===== src/rtl/qmfap_pkg.sv =====
package qmfap_pkg;

  localparam int SAMPLE_W = 16;
  localparam int WIDE_W = 36;
  localparam int COEF_W = 16;
  localparam int COEF_FRAC = 16;
  localparam int COEF_PER_BRANCH = 3;
  localparam int NUM_REGS = 6;
  localparam int CFG_IDX_W = 3;
  localparam int SECTIONS_DEFAULT = 3;
  localparam int FRAC_BITS_DEFAULT = 16;

  // register indexes on the config port
  localparam logic [CFG_IDX_W-1:0] REG_A_FIRST = 3'd0;
  localparam logic [CFG_IDX_W-1:0] REG_A_SECOND = 3'd1;
  localparam logic [CFG_IDX_W-1:0] REG_A_THIRD = 3'd2;
  localparam logic [CFG_IDX_W-1:0] REG_B_FIRST = 3'd3;
  localparam logic [CFG_IDX_W-1:0] REG_B_SECOND = 3'd4;
  localparam logic [CFG_IDX_W-1:0] REG_B_THIRD = 3'd5;

  typedef logic [COEF_PER_BRANCH-1:0][COEF_W-1:0] coef_set_t;

  // element 0 is the first section
  localparam coef_set_t COEF_A_RESET = {16'd63010, 16'd49062, 16'd21333};
  localparam coef_set_t COEF_B_RESET = {16'd57261, 16'd36982, 16'd6418};

  localparam logic signed [63:0] WIDE_MAX = (64'sd1 <<< (WIDE_W - 1)) - 64'sd1;
  localparam logic signed [63:0] WIDE_MIN = -(64'sd1 <<< (WIDE_W - 1));

  typedef struct packed {
    logic signed [SAMPLE_W-1:0] even_sample;
    logic signed [SAMPLE_W-1:0] odd_sample;
  } in_t;

  typedef struct packed {
    logic signed [SAMPLE_W-1:0] lower_band;
    logic signed [SAMPLE_W-1:0] upper_band;
  } out_t;

  // clamp to the internal signed range
  function automatic logic signed [WIDE_W-1:0] sat_wide(input logic signed [63:0] v);
    logic signed [WIDE_W-1:0] r;
    if (v > WIDE_MAX) begin
      r = WIDE_MAX[WIDE_W-1:0];
    end else if (v < WIDE_MIN) begin
      r = WIDE_MIN[WIDE_W-1:0];
    end else begin
      r = v[WIDE_W-1:0];
    end
    return r;
  endfunction

endpackage


===== src/rtl/qmfap_lane.sv =====
module qmfap_lane #(
  parameter int SECTIONS = qmfap_pkg::SECTIONS_DEFAULT,
  parameter int FRAC_BITS = qmfap_pkg::FRAC_BITS_DEFAULT
) (
  input  logic                                   clk,
  input  logic                                   rst,
  input  logic                                   start,
  input  logic signed [qmfap_pkg::SAMPLE_W-1:0]  sample,
  input  qmfap_pkg::coef_set_t                   coefs,
  output logic                                   done,
  output logic signed [qmfap_pkg::WIDE_W-1:0]    y
);

  localparam int SEC_W = (SECTIONS > 1) ? $clog2(SECTIONS) : 1;
  localparam int PROD_W = qmfap_pkg::COEF_W + 1 + qmfap_pkg::WIDE_W;
  localparam logic signed [PROD_W-1:0] RND =
    PROD_W'(64'sd1 <<< (qmfap_pkg::COEF_FRAC - 1));

  localparam logic [1:0] PH_MUL_X = 2'd0;
  localparam logic [1:0] PH_ADD_Y = 2'd1;
  localparam logic [1:0] PH_MUL_Y = 2'd2;
  localparam logic [1:0] PH_ADD_D = 2'd3;

  logic                                  running;
  logic [1:0]                            phase;
  logic [SEC_W-1:0]                      sec;
  logic signed [qmfap_pkg::WIDE_W-1:0]   x;
  logic signed [qmfap_pkg::WIDE_W-1:0]   prod;
  logic signed [qmfap_pkg::WIDE_W-1:0]   delay [SECTIONS];

  logic [qmfap_pkg::COEF_W-1:0]          c;
  logic signed [qmfap_pkg::WIDE_W-1:0]   mul_in;
  logic signed [PROD_W-1:0]              mul_full;
  logic signed [PROD_W-1:0]              mul_rnd;
  logic signed [qmfap_pkg::WIDE_W-1:0]   mul_out;
  logic                                  last_sec;

  // sections past the configured ones have a zero coefficient (pure delay)
  always_comb begin
    c = '0;
    for (int i = 0; i < qmfap_pkg::COEF_PER_BRANCH; i++) begin
      if (int'(sec) == i) begin
        c = coefs[i];
      end
    end
  end

  // one shared multiplier, fed with x or y depending on the phase
  assign mul_in = (phase == PH_MUL_X) ? x : y;
  assign mul_full = $signed({1'b0, c}) * mul_in;
  assign mul_rnd = (mul_full + RND) >>> qmfap_pkg::COEF_FRAC;
  assign mul_out = qmfap_pkg::sat_wide(64'(mul_rnd));
  assign last_sec = (sec == SEC_W'(SECTIONS - 1));

  always_ff @(posedge clk) begin
    if (rst) begin
      running <= 1'b0;
      phase <= PH_MUL_X;
      sec <= '0;
      done <= 1'b0;
      for (int i = 0; i < SECTIONS; i++) begin
        delay[i] <= '0;
      end
    end else begin
      done <= 1'b0;
      if (start) begin
        running <= 1'b1;
        phase <= PH_MUL_X;
        sec <= '0;
        x <= qmfap_pkg::sat_wide(64'(sample) <<< FRAC_BITS);
      end else if (running) begin
        unique case (phase)
          PH_MUL_X: begin
            prod <= mul_out;
            phase <= PH_ADD_Y;
          end
          PH_ADD_Y: begin
            y <= qmfap_pkg::sat_wide(64'(prod) + 64'(delay[sec]));
            phase <= PH_MUL_Y;
          end
          PH_MUL_Y: begin
            prod <= mul_out;
            phase <= PH_ADD_D;
          end
          PH_ADD_D: begin
            delay[sec] <= qmfap_pkg::sat_wide(64'(x) - 64'(prod));
            x <= y;
            phase <= PH_MUL_X;
            if (last_sec) begin
              running <= 1'b0;
              done <= 1'b1;
            end else begin
              sec <= sec + SEC_W'(1);
            end
          end
          default: begin
            phase <= PH_MUL_X;
          end
        endcase
      end
    end
  end

endmodule


===== src/rtl/qmfap_merge.sv =====
module qmfap_merge #(
  parameter int FRAC_BITS = qmfap_pkg::FRAC_BITS_DEFAULT
) (
  input  logic                                 clk,
  input  logic                                 rst,
  input  logic                                 load,
  input  logic signed [qmfap_pkg::WIDE_W-1:0]  ya,
  input  logic signed [qmfap_pkg::WIDE_W-1:0]  yb,
  output logic                                 free,
  output logic                                 out_valid,
  input  logic                                 out_ready,
  output qmfap_pkg::out_t                      out_data
);

  localparam int SUM_W = qmfap_pkg::WIDE_W + 2;
  localparam logic signed [SUM_W-1:0] HALF = SUM_W'(64'sd1 <<< FRAC_BITS);
  localparam logic signed [SUM_W-1:0] OUT_MAX = SUM_W'(32767);
  localparam logic signed [SUM_W-1:0] OUT_MIN = -SUM_W'(32768);

  logic signed [SUM_W-1:0] sum_t;
  logic signed [SUM_W-1:0] dif_t;
  logic signed [SUM_W-1:0] sum_s;
  logic signed [SUM_W-1:0] dif_s;
  qmfap_pkg::out_t         res;

  function automatic logic signed [qmfap_pkg::SAMPLE_W-1:0] clamp16(
    input logic signed [SUM_W-1:0] v
  );
    logic signed [qmfap_pkg::SAMPLE_W-1:0] r;
    if (v > OUT_MAX) begin
      r = OUT_MAX[qmfap_pkg::SAMPLE_W-1:0];
    end else if (v < OUT_MIN) begin
      r = OUT_MIN[qmfap_pkg::SAMPLE_W-1:0];
    end else begin
      r = v[qmfap_pkg::SAMPLE_W-1:0];
    end
    return r;
  endfunction

  // round half up, then halve back to sample scale
  assign sum_t = SUM_W'(ya) + SUM_W'(yb) + HALF;
  assign dif_t = SUM_W'(ya) - SUM_W'(yb) + HALF;
  assign sum_s = sum_t >>> (FRAC_BITS + 1);
  assign dif_s = dif_t >>> (FRAC_BITS + 1);
  assign res.lower_band = clamp16(sum_s);
  assign res.upper_band = clamp16(dif_s);

  assign free = !out_valid || out_ready;

  always_ff @(posedge clk) begin
    if (rst) begin
      out_valid <= 1'b0;
    end else if (load) begin
      out_valid <= 1'b1;
    end else if (out_ready) begin
      out_valid <= 1'b0;
    end
  end

  always_ff @(posedge clk) begin
    if (load) begin
      out_data <= res;
    end
  end

endmodule


===== src/rtl/qmf_allpass_band_split_top.sv =====
// Two-band analysis split built from two polyphase all-pass branches. Each request
// carries an even and an odd 16-bit sample; the even sample runs through branch A
// and the odd sample through branch B, each a cascade of SECTIONS first-order
// all-pass sections in transposed form with 36-bit saturating arithmetic and
// FRAC_BITS fraction bits. The outputs are lower_band = (A+B)/2 and
// upper_band = (A-B)/2, rounded half up and saturated to int16. The two branches
// run side by side in lanes of their own, each with one shared 17x36 multiplier
// that is used twice per section. A request holds the lanes until its result is
// loaded into the result register; no new request is taken while one is in the
// lanes. The result register frees the lanes, so a waiting result does not block
// the next request unless the following one finishes before the first is taken.
// Coefficients are unsigned Q0.16; the user must write them through the config
// port only while the block is idle, as the block itself does not enforce this;
// sections beyond the third use a zero coefficient and act as a one-sample delay.
module qmf_allpass_band_split_top #(
  parameter int SECTIONS = qmfap_pkg::SECTIONS_DEFAULT,
  parameter int FRAC_BITS = qmfap_pkg::FRAC_BITS_DEFAULT
) (
  input  logic                               clk,
  input  logic                               rst,
  // sample pair request
  input  logic                               in_valid,
  output logic                               in_ready,
  input  qmfap_pkg::in_t                     in_data,
  // band result
  output logic                               out_valid,
  input  logic                               out_ready,
  output qmfap_pkg::out_t                    out_data,
  // coefficient writes
  input  logic                               cfg_write,
  input  logic [qmfap_pkg::CFG_IDX_W-1:0]    cfg_index,
  input  logic [qmfap_pkg::COEF_W-1:0]       cfg_data
);

  // control states
  localparam logic [1:0] ST_IDLE = 2'd0;
  localparam logic [1:0] ST_RUN = 2'd1;
  localparam logic [1:0] ST_HOLD = 2'd2;

  logic [1:0]                          state;
  logic [1:0]                          state_next;
  qmfap_pkg::coef_set_t                coef_a;
  qmfap_pkg::coef_set_t                coef_b;
  logic                                accept;
  logic                                done_a;
  logic                                done_b;
  logic signed [qmfap_pkg::WIDE_W-1:0] ya;
  logic signed [qmfap_pkg::WIDE_W-1:0] yb;
  logic                                out_free;
  logic                                load;

  // coefficient registers, writes past the list are dropped
  always_ff @(posedge clk) begin
    if (rst) begin
      coef_a <= qmfap_pkg::COEF_A_RESET;
      coef_b <= qmfap_pkg::COEF_B_RESET;
    end else if (cfg_write) begin
      unique case (cfg_index)
        qmfap_pkg::REG_A_FIRST:  coef_a[0] <= cfg_data;
        qmfap_pkg::REG_A_SECOND: coef_a[1] <= cfg_data;
        qmfap_pkg::REG_A_THIRD:  coef_a[2] <= cfg_data;
        qmfap_pkg::REG_B_FIRST:  coef_b[0] <= cfg_data;
        qmfap_pkg::REG_B_SECOND: coef_b[1] <= cfg_data;
        qmfap_pkg::REG_B_THIRD:  coef_b[2] <= cfg_data;
        default: begin
        end
      endcase
    end
  end

  assign in_ready = (state == ST_IDLE);
  assign accept = in_valid && in_ready;

  // both lanes share one schedule, so lane a's done stands for both
  always_comb begin
    state_next = state;
    load = 1'b0;
    unique case (state)
      ST_IDLE: begin
        if (accept) begin
          state_next = ST_RUN;
        end
      end
      ST_RUN: begin
        if (done_a) begin
          if (out_free) begin
            load = 1'b1;
            state_next = ST_IDLE;
          end else begin
            state_next = ST_HOLD;
          end
        end
      end
      ST_HOLD: begin
        if (out_free) begin
          load = 1'b1;
          state_next = ST_IDLE;
        end
      end
      default: begin
        state_next = ST_IDLE;
      end
    endcase
  end

  always_ff @(posedge clk) begin
    if (rst) begin
      state <= ST_IDLE;
    end else begin
      state <= state_next;
    end
  end

  // branch a: even samples
  qmfap_lane #(
    .SECTIONS(SECTIONS),
    .FRAC_BITS(FRAC_BITS)
  ) u_lane_a (
    .clk(clk),
    .rst(rst),
    .start(accept),
    .sample(in_data.even_sample),
    .coefs(coef_a),
    .done(done_a),
    .y(ya)
  );

  // branch b: odd samples
  qmfap_lane #(
    .SECTIONS(SECTIONS),
    .FRAC_BITS(FRAC_BITS)
  ) u_lane_b (
    .clk(clk),
    .rst(rst),
    .start(accept),
    .sample(in_data.odd_sample),
    .coefs(coef_b),
    .done(done_b),
    .y(yb)
  );

  // half sum / half difference and the result register
  qmfap_merge #(
    .FRAC_BITS(FRAC_BITS)
  ) u_merge (
    .clk(clk),
    .rst(rst),
    .load(load),
    .ya(ya),
    .yb(yb),
    .free(out_free),
    .out_valid(out_valid),
    .out_ready(out_ready),
    .out_data(out_data)
  );

`ifndef NO_ASSERTIONS
  // the two lanes must finish together
  assert property (@(posedge clk) disable iff (rst) done_a == done_b)
    else $error("branch lanes finished out of step");

  // a result only appears after the lanes have finished
  assert property (@(posedge clk) disable iff (rst)
    $rose(out_valid) |-> $past(state == ST_RUN || state == ST_HOLD))
    else $error("result appeared without a finished request");

  // holding means the result register is occupied
  assert property (@(posedge clk) disable iff (rst) state == ST_HOLD |-> out_valid)
    else $error("holding with a free result register");

  // no second request while one is in the lanes
  assert property (@(posedge clk) disable iff (rst) accept |=> !in_ready)
    else $error("request taken while lanes busy");
`endif

endmodule


===== config.mk =====
export PLATFORM = sky130hd
export DESIGN_NAME = qmf_allpass_band_split_top
export DESIGN_NICKNAME = d
export VERILOG_FILES = /design/src/rtl/qmfap_pkg.sv /design/src/rtl/qmfap_lane.sv /design/src/rtl/qmfap_merge.sv /design/src/rtl/qmf_allpass_band_split_top.sv
export SDC_FILE = /design/constraint.sdc
export NUM_CORES = 2
export LEC_CHECK = 0
export BUFFER_PORTS_ARGS = -buffer_cell sky130_fd_sc_hd__buf_2
export CAP_MARGIN = 25
export CORE_ASPECT_RATIO = 0.9
export CORE_UTILIZATION = 70
export DETAILED_ROUTE_END_ITERATION = 6
export HOLD_SLACK_MARGIN = 0.05
export PLACE_DENSITY_LB_ADDON = 0.05
export SYNTH_ARGS = -nofsm -noshare
export SYNTH_HDL_FRONTEND = slang
export SYNTH_SLANG_ARGS = --single-unit

===== constraint.sdc =====
create_clock -name clk -period 11.9 [get_ports clk]
set_clock_uncertainty 0.05 [all_clocks]
set_input_delay 0.595 -clock clk [delete_from_list [all_inputs] [get_ports clk]]
set_output_delay 0.595 -clock clk [all_outputs]
set_load 0.02 [all_outputs]

# Yosys cells after proc, flatten, opt, wreduce, memory -nomap -nowiden
# Memory sizes are Yosys's and may differ from the RTL's. A register that Yosys moved wholly into a read port is not among the register bits.
# Cells that the tools add are included.
[totals] n_memories=2 word_cells=201 mem_bits_rw=216 reg_bits=358 inputBits=56
[op_classes] magnitude_cmp=20 multipliers=2 eq_ne=22 bitwise=6 n_reduce_logical=35 n_mux=79 add_sub_neg=12
[mem_list] memory="u_lane_a.delay" depth=3 width=36 rd=1 rd_ports_with_merged_regs=1 wr=3 line="qmfap_lane.sv:29" text="logic signed [qmfap_pkg::WIDE_W-1:0] delay [SECTIONS];"
[mem_list] memory="u_lane_b.delay" depth=3 width=36 rd=1 rd_ports_with_merged_regs=1 wr=3 line="qmfap_lane.sv:29"
[op_table] cell="two-way mux 36 bit" count=30
[op_table] cell="greater-than comparator 64 x 36 -> 1 bit, second input constant" count=4
[op_table] cell="less-than comparator 64 x 36 -> 1 bit, second input constant" count=4
[op_table] cell="two-way mux 16 bit" count=8
[op_table] cell="adder 36 x 36 -> 37 bit" count=3
[op_table] cell="subtractor 36 x 36 -> 37 bit" count=3
[op_table] cell="adder 53 x 17 -> 53 bit, second input constant" count=2
[op_table] cell="multiplier 17 x 36 -> 53 bit" count=2
[op_table] cell="adder 37 x 18 -> 38 bit, second input constant" count=2
[op_table] cell="greater-than comparator 37 x 36 -> 1 bit, second input constant" count=2
[op_table] cell="less-than comparator 37 x 36 -> 1 bit, second input constant" count=2
[op_table] cell="greater-than comparator 32 x 36 -> 1 bit, second input constant" count=2
[op_table] cell="less-than comparator 32 x 36 -> 1 bit, second input constant" count=2
[op_table] cell="OR reduction 36 bit" count=2
[op_table] cell="greater-than comparator 21 x 16 -> 1 bit, second input constant" count=2
[op_table] cell="less-than comparator 21 x 16 -> 1 bit, second input constant" count=2
[op_table] cell="two-way mux 1 bit" count=27
[op_table] cell="equality test 2 bit, second input constant" count=11
[op_table] cell="two-way mux 2 bit" count=10
[op_table] cell="one-hot mux 2 bit (4 select lines)" count=2
[op_table] cell="AND reduction 4 bit" count=4
[op_table] cell="AND reduction 3 bit" count=5
[op_table] cell="AND reduction 2 bit" count=6
[op_table] cell="logical NOT 2 bit" count=5
[op_table] cell="other kinds (17)" count=34

# Logic depth before layout (Yosys ltp)
[logic_depth] word_depth=9 mapped_depth=36

# Modules after synthesis
# Synthesis repeated with hierarchy kept, for this count alone.
[hier_totals] cells_unflattened=8613 hier_area_um2=80449.7
[by_module_without_submodules] mod="qmfap_lane at u_lane_a" seq_area_each_um2=7727.4 area_per_inst_um2=35457.8 instances=1 cells_each=3771
[by_module_without_submodules] mod="qmfap_lane at u_lane_b" seq_area_each_um2=7727.4 area_per_inst_um2=35424.0 instances=1 cells_each=3736
[by_module_without_submodules] mod="qmfap_merge" seq_area_each_um2=980.9 area_per_inst_um2=5816.8 instances=1 cells_each=667
[by_module_without_submodules] mod="qmf_allpass_band_split_top" seq_area_each_um2=1961.9 area_per_inst_um2=3751.1 instances=1 cells_each=439

# Least setup slack after synthesis
# OpenSTA, ideal clock, no wires.
[synth_path] path_kind="register -> register" start="reg u_lane_b.sec[0]" end="reg u_lane_b.prod[28] (netlist bit), data pin" t_required_ns=11.580 path_slack_ns=3.883 stages_incl_launch_ff=34 period_less_slack_ns=8.017 arrival_ns=7.697 path_cell_list="dfxtp_1 > inv_1 > ha_1 > clkbuf_1 > clkbuf_1 > nand2_1 > nor2_1 > a21oi_1 > nor2_1 > a21oi_1 > clkbuf_1 > nor2_1 > fa_1 > inv_1 > fa_1 > fa_1 > inv_1 > fa_1 > fa_1 > inv_1 > fa_1 > inv_1 > ha_1 > clkbuf_1 > a21o_1 > a21o_1 > a221oi_1 > o2bb2ai_1 > a2111oi_0 > o31a_1 > o31a_1 > o21ai_0 > xnor2_1 > o21ai_0"
[synth_via] elab_chain_len=8
[synth_rtl] element="start, declared" line="qmfap_lane.sv:26" text="logic [SEC_W-1:0] sec;"
[synth_rtl] element="start signal, assigned" line="qmfap_lane.sv:93" text="sec <= sec + SEC_W'(1);"
[synth_rtl] element="logical NOT 2 bit" line="qmfap_lane.sv:42" text="if (int'(sec) == i) begin"
[synth_rtl] element="two-way mux 16 bit (2 in series)" line="qmfap_lane.sv:42"
[synth_rtl] element="two-way mux 16 bit (*)" line="qmfap_lane.sv:42"
[synth_rtl] element="multiplier 17 x 36 -> 53 bit (*)" line="qmfap_lane.sv:50" text="assign mul_full = $signed({1'b0, c}) * mul_in;"
[synth_rtl] element="adder 53 x 17 -> 53 bit (*)" line="qmfap_lane.sv:51" text="assign mul_rnd = (mul_full + RND) >>> qmfap_pkg::COEF_FRAC;"
[synth_rtl] element="less-than comparator 37 x 36 -> 1 bit" line="qmfap_pkg.sv:45" text="end else if (v < WIDE_MIN) begin"
[synth_rtl] element="two-way mux 36 bit" line="qmfap_pkg.sv:45"
[synth_rtl] element="end signal, assigned" line="qmfap_lane.sv:74" text="prod <= mul_out;"
[synth_rtl] element="end signal, assigned" line="qmfap_lane.sv:82" text="prod <= mul_out;"
[synth_rtl] element="end, declared" line="qmfap_lane.sv:28" text="logic signed [qmfap_pkg::WIDE_W-1:0] prod;"
# Every way passes the cells marked *; elsewhere a longest branch is shown, timed or not.
# A chain may end at the register's enable or synchronous reset.

# Worst setup path in the final report
[layout_path] start="reg u_lane_b.sec[0]" end="reg u_lane_b.prod[2] (netlist bit), data pin"
# Same word-level chain as after synthesis.

==> run metrics <==
# nets final 10250; site row count 116; initial antenna violation count 8; port buffer count 89; measured slew at the worst slew-check pin 1.229 ns; layout cell share with drive strength beyond 1 6.926%; Layout fillers 7989; Worst-Skew Late Latency 0.71 ns; maximum clock insertion buffer count 3; Cell variety after synth 98; TritonCTS clock tree done; Starting DRT DRC Count 8146; Worst Hold Path Cells 2; WS Path Type reg -> reg; Worst Hold Class in -> reg; Syn Inst Count 8549; WL/cell 24.95 µm; final max-slew violation count 0; Routability Congestion 1.063; post-CTS setup buffer count 0; YS warnings 0; post-synth net total 10310; crit path capture type flop; Seq/Total Area, Yosys 23.11%; Min Clock Period, post-route 9.980 ns; flops & latches, synth 650; Die Wd 357.3 µm; RSZ-0062 raised after global routing false; Slew headroom 17.28%; Vias 63700; outcome completed; Die H 321.8 µm; CTS hold repair buffers 0; Initial Util 71.07%; Max-cap violations 0; largest net degree at the start of global routing 99; Post-synth EDFFs 536; crit-path max FO 35; Post-synth ARST share 0%; Final period util 83.86%; synth-to-layout area growth 6.063%; Reg clk slew, reported paths 0.06 ns; total CTS buffers 68; first-pass GRT wire length 378400 µm; Fin. Hold Viols 0; final wirelength 250100 µm; final setup fails 0; Crit path arrival time 10.43 ns; total gr overflow 0; clock root buffer clkbuf_16; I/O pins 90; worst path required time 12.35 ns; post-route ant nets 0; post-route DRC violation count 0; clock sinks 650; GRT Total Usage 44.35%; PostCTS Resize Cnt 0; average size of a mapped cell 9.303 µm²; total core area 111900 µm²; ys flop type edfxtp_1; Peak Freq 100.2 MHz; synthesized cell area 79530 µm²; vias in the first global route 62770; H-tree depth 3; Post-DP HPWL 198600 µm; DRT Pass-1 Iters 6; TNS Setup 0 ns; Worst R2R Path Depth 27; Via density 6.354; startpoint types flop; die area 115000 µm²
[metrics by stage]
stage	area [µm²]	setup slack, ns	cells	hold slack, ns	utilization [%]
detailed placement	81780	1.931	9886	0.3991	73.08
global placement	81410	1.410	9858	0.3920	72.75
floorplan	79530	3.883	8549	0.3812	-
global route	84350	1.603	10020	0.1662	75.38
finish	84350	1.920	10030	0.1800	75.38
CTS	84130	1.871	10010	0.1529	75.18
[worst max-delay path, stage by stage (launching register included)]
cell,delay (ns)
dfxtp_1,0.41
ha_1,0.73
buf_4,0.37
nor2_1,0.07
a21oi_1,0.18
o21a_1,0.80
nor2_1,0.18
fa_1,0.57
inv_1,0.05
fa_1,0.45
fa_1,0.53
inv_1,0.06
fa_1,0.47
fa_1,0.58
inv_1,0.07
fa_1,0.54
inv_1,0.05
ha_1,0.39
a21o_1,0.24
a21o_1,0.19
a21o_1,0.22
a22oi_1,0.37
a21oi_1,0.22
o31a_1,0.37
a21oi_1,0.19
mux2i_1,0.37
nand2_1,0.67
a21oi_1,0.36
[area by class of cell]
type / count / area [µm²] / area share [%]
flip-flops and latches: 650 / 18380 / 21.79
inverters: 1603 / 6017 / 7.133
clock inverters: 44 / 595.6 / 0.7060
repair buffers: 224 / 1715 / 2.034
multi-input cells: 5948 / 54040 / 64.06
diodes: 2 / 5.005 / 0.005933
well taps: 1475 / 1846 / 2.188
clock buffers: 79 / 1753 / 2.078
[final timing paths]
check                  start                to  slack, ns
max          u_lane_b.sec[0]  u_lane_b.prod[2]       1.92
min              in_data[27]    u_lane_a.x[27]       0.18
max reg2reg  u_lane_b.sec[0]  u_lane_b.prod[2]       1.92
min reg2reg       coef_b[19]        coef_b[19]       0.41
[per-layer routing]
metal / GRT usage [%] / routed length [µm]
met5: 0 / 118
met4: 14.49 / 9477
met1: 65.05 / 97940
met3: 18.61 / 43420
met2: 59.04 / 99180
[layout by cell type (no fill, tap or decap), types with 111 or more instances in the layout]
cell type / netlist / layout
inv_1: 1603 / 1603
xnor2_1: 142 / 142
fa_1: 1092 / 1092
a21o_1: 188 / 188
o21ai_0: 275 / 269
a21oi_1: 441 / 425
nor2_1: 927 / 924
edfxtp_1: 536 / 536
o21a_1: 166 / 166
nand2_1: 970 / 967
ha_1: 611 / 607
dfxtp_1: 114 / 111
[cell usage after synthesis (all sizes together) (31+ instances only)]
library cell / n / area (µm²)
inv: 1603 / 6017
a211oi: 41 / 322.8
a21o: 188 / 1411
mux4: 72 / 1622
nand3b: 55 / 412.9
nand2b: 50 / 312.8
and3: 43 / 269.0
mux2i: 43 / 430.4
clkbuf: 298 / 1127
nor2: 928 / 3486
ha: 611 / 7645
nand4: 36 / 225.2
xnor2: 144 / 1276
a21oi: 444 / 2233
o22ai: 39 / 244.0
dfxtp: 114 / 2282
edfxtp: 536 / 16100
nand2: 972 / 3654
nor2b: 40 / 250.2
mux2: 64 / 720.7
buf: 50 / 261.5
o21bai: 31 / 232.7
xor2: 101 / 884.6
o21ai: 338 / 1703
nor3: 50 / 271.5
and2: 47 / 294.0
a31oi: 31 / 206.4
nand3: 67 / 335.3
fa: 1092 / 21860
o21a: 166 / 1246
[flip-flops by register name, summed over array words and instances, names as in the netlist, named ones only]
name	cells
u_lane_a.delay	144
u_lane_b.delay	144
coef_a	48
coef_b	48
u_lane_a.prod	36
u_lane_a.x	36
u_lane_a.y	36
u_lane_b.prod	36
u_lane_b.x	36
u_lane_b.y	36
u_merge.out_data	32
state	2
u_lane_a.phase	2
u_lane_a.sec	2
u_lane_b.phase	2
u_lane_b.sec	2
u_lane_a.done	1
u_lane_a.running	1
u_lane_b.running	1
u_merge.out_valid	1
[kinds of logic (layout without fill, tap and decap cells)]
| kind of cell | after synthesis | after routing | synth area share, % |
|---|---|---|---|
| simple gates | 2362 | 2362 | 12.63 |
| buf+inv | 1951 | 1950 | 9.312 |
| fa+ha+maj | 1714 | 1714 | 37.24 |
| compound gates | 1448 | 1448 | 11.51 |
| flops | 650 | 650 | 23.11 |
| xor+xnor | 245 | 245 | 2.717 |
| mux | 179 | 179 | 3.486 |
| other cells | 0 | 2 | 0 |
Power is not shown: default switching activity piles up to over one toggle a cycle in this logic, so the estimate is an artifact.
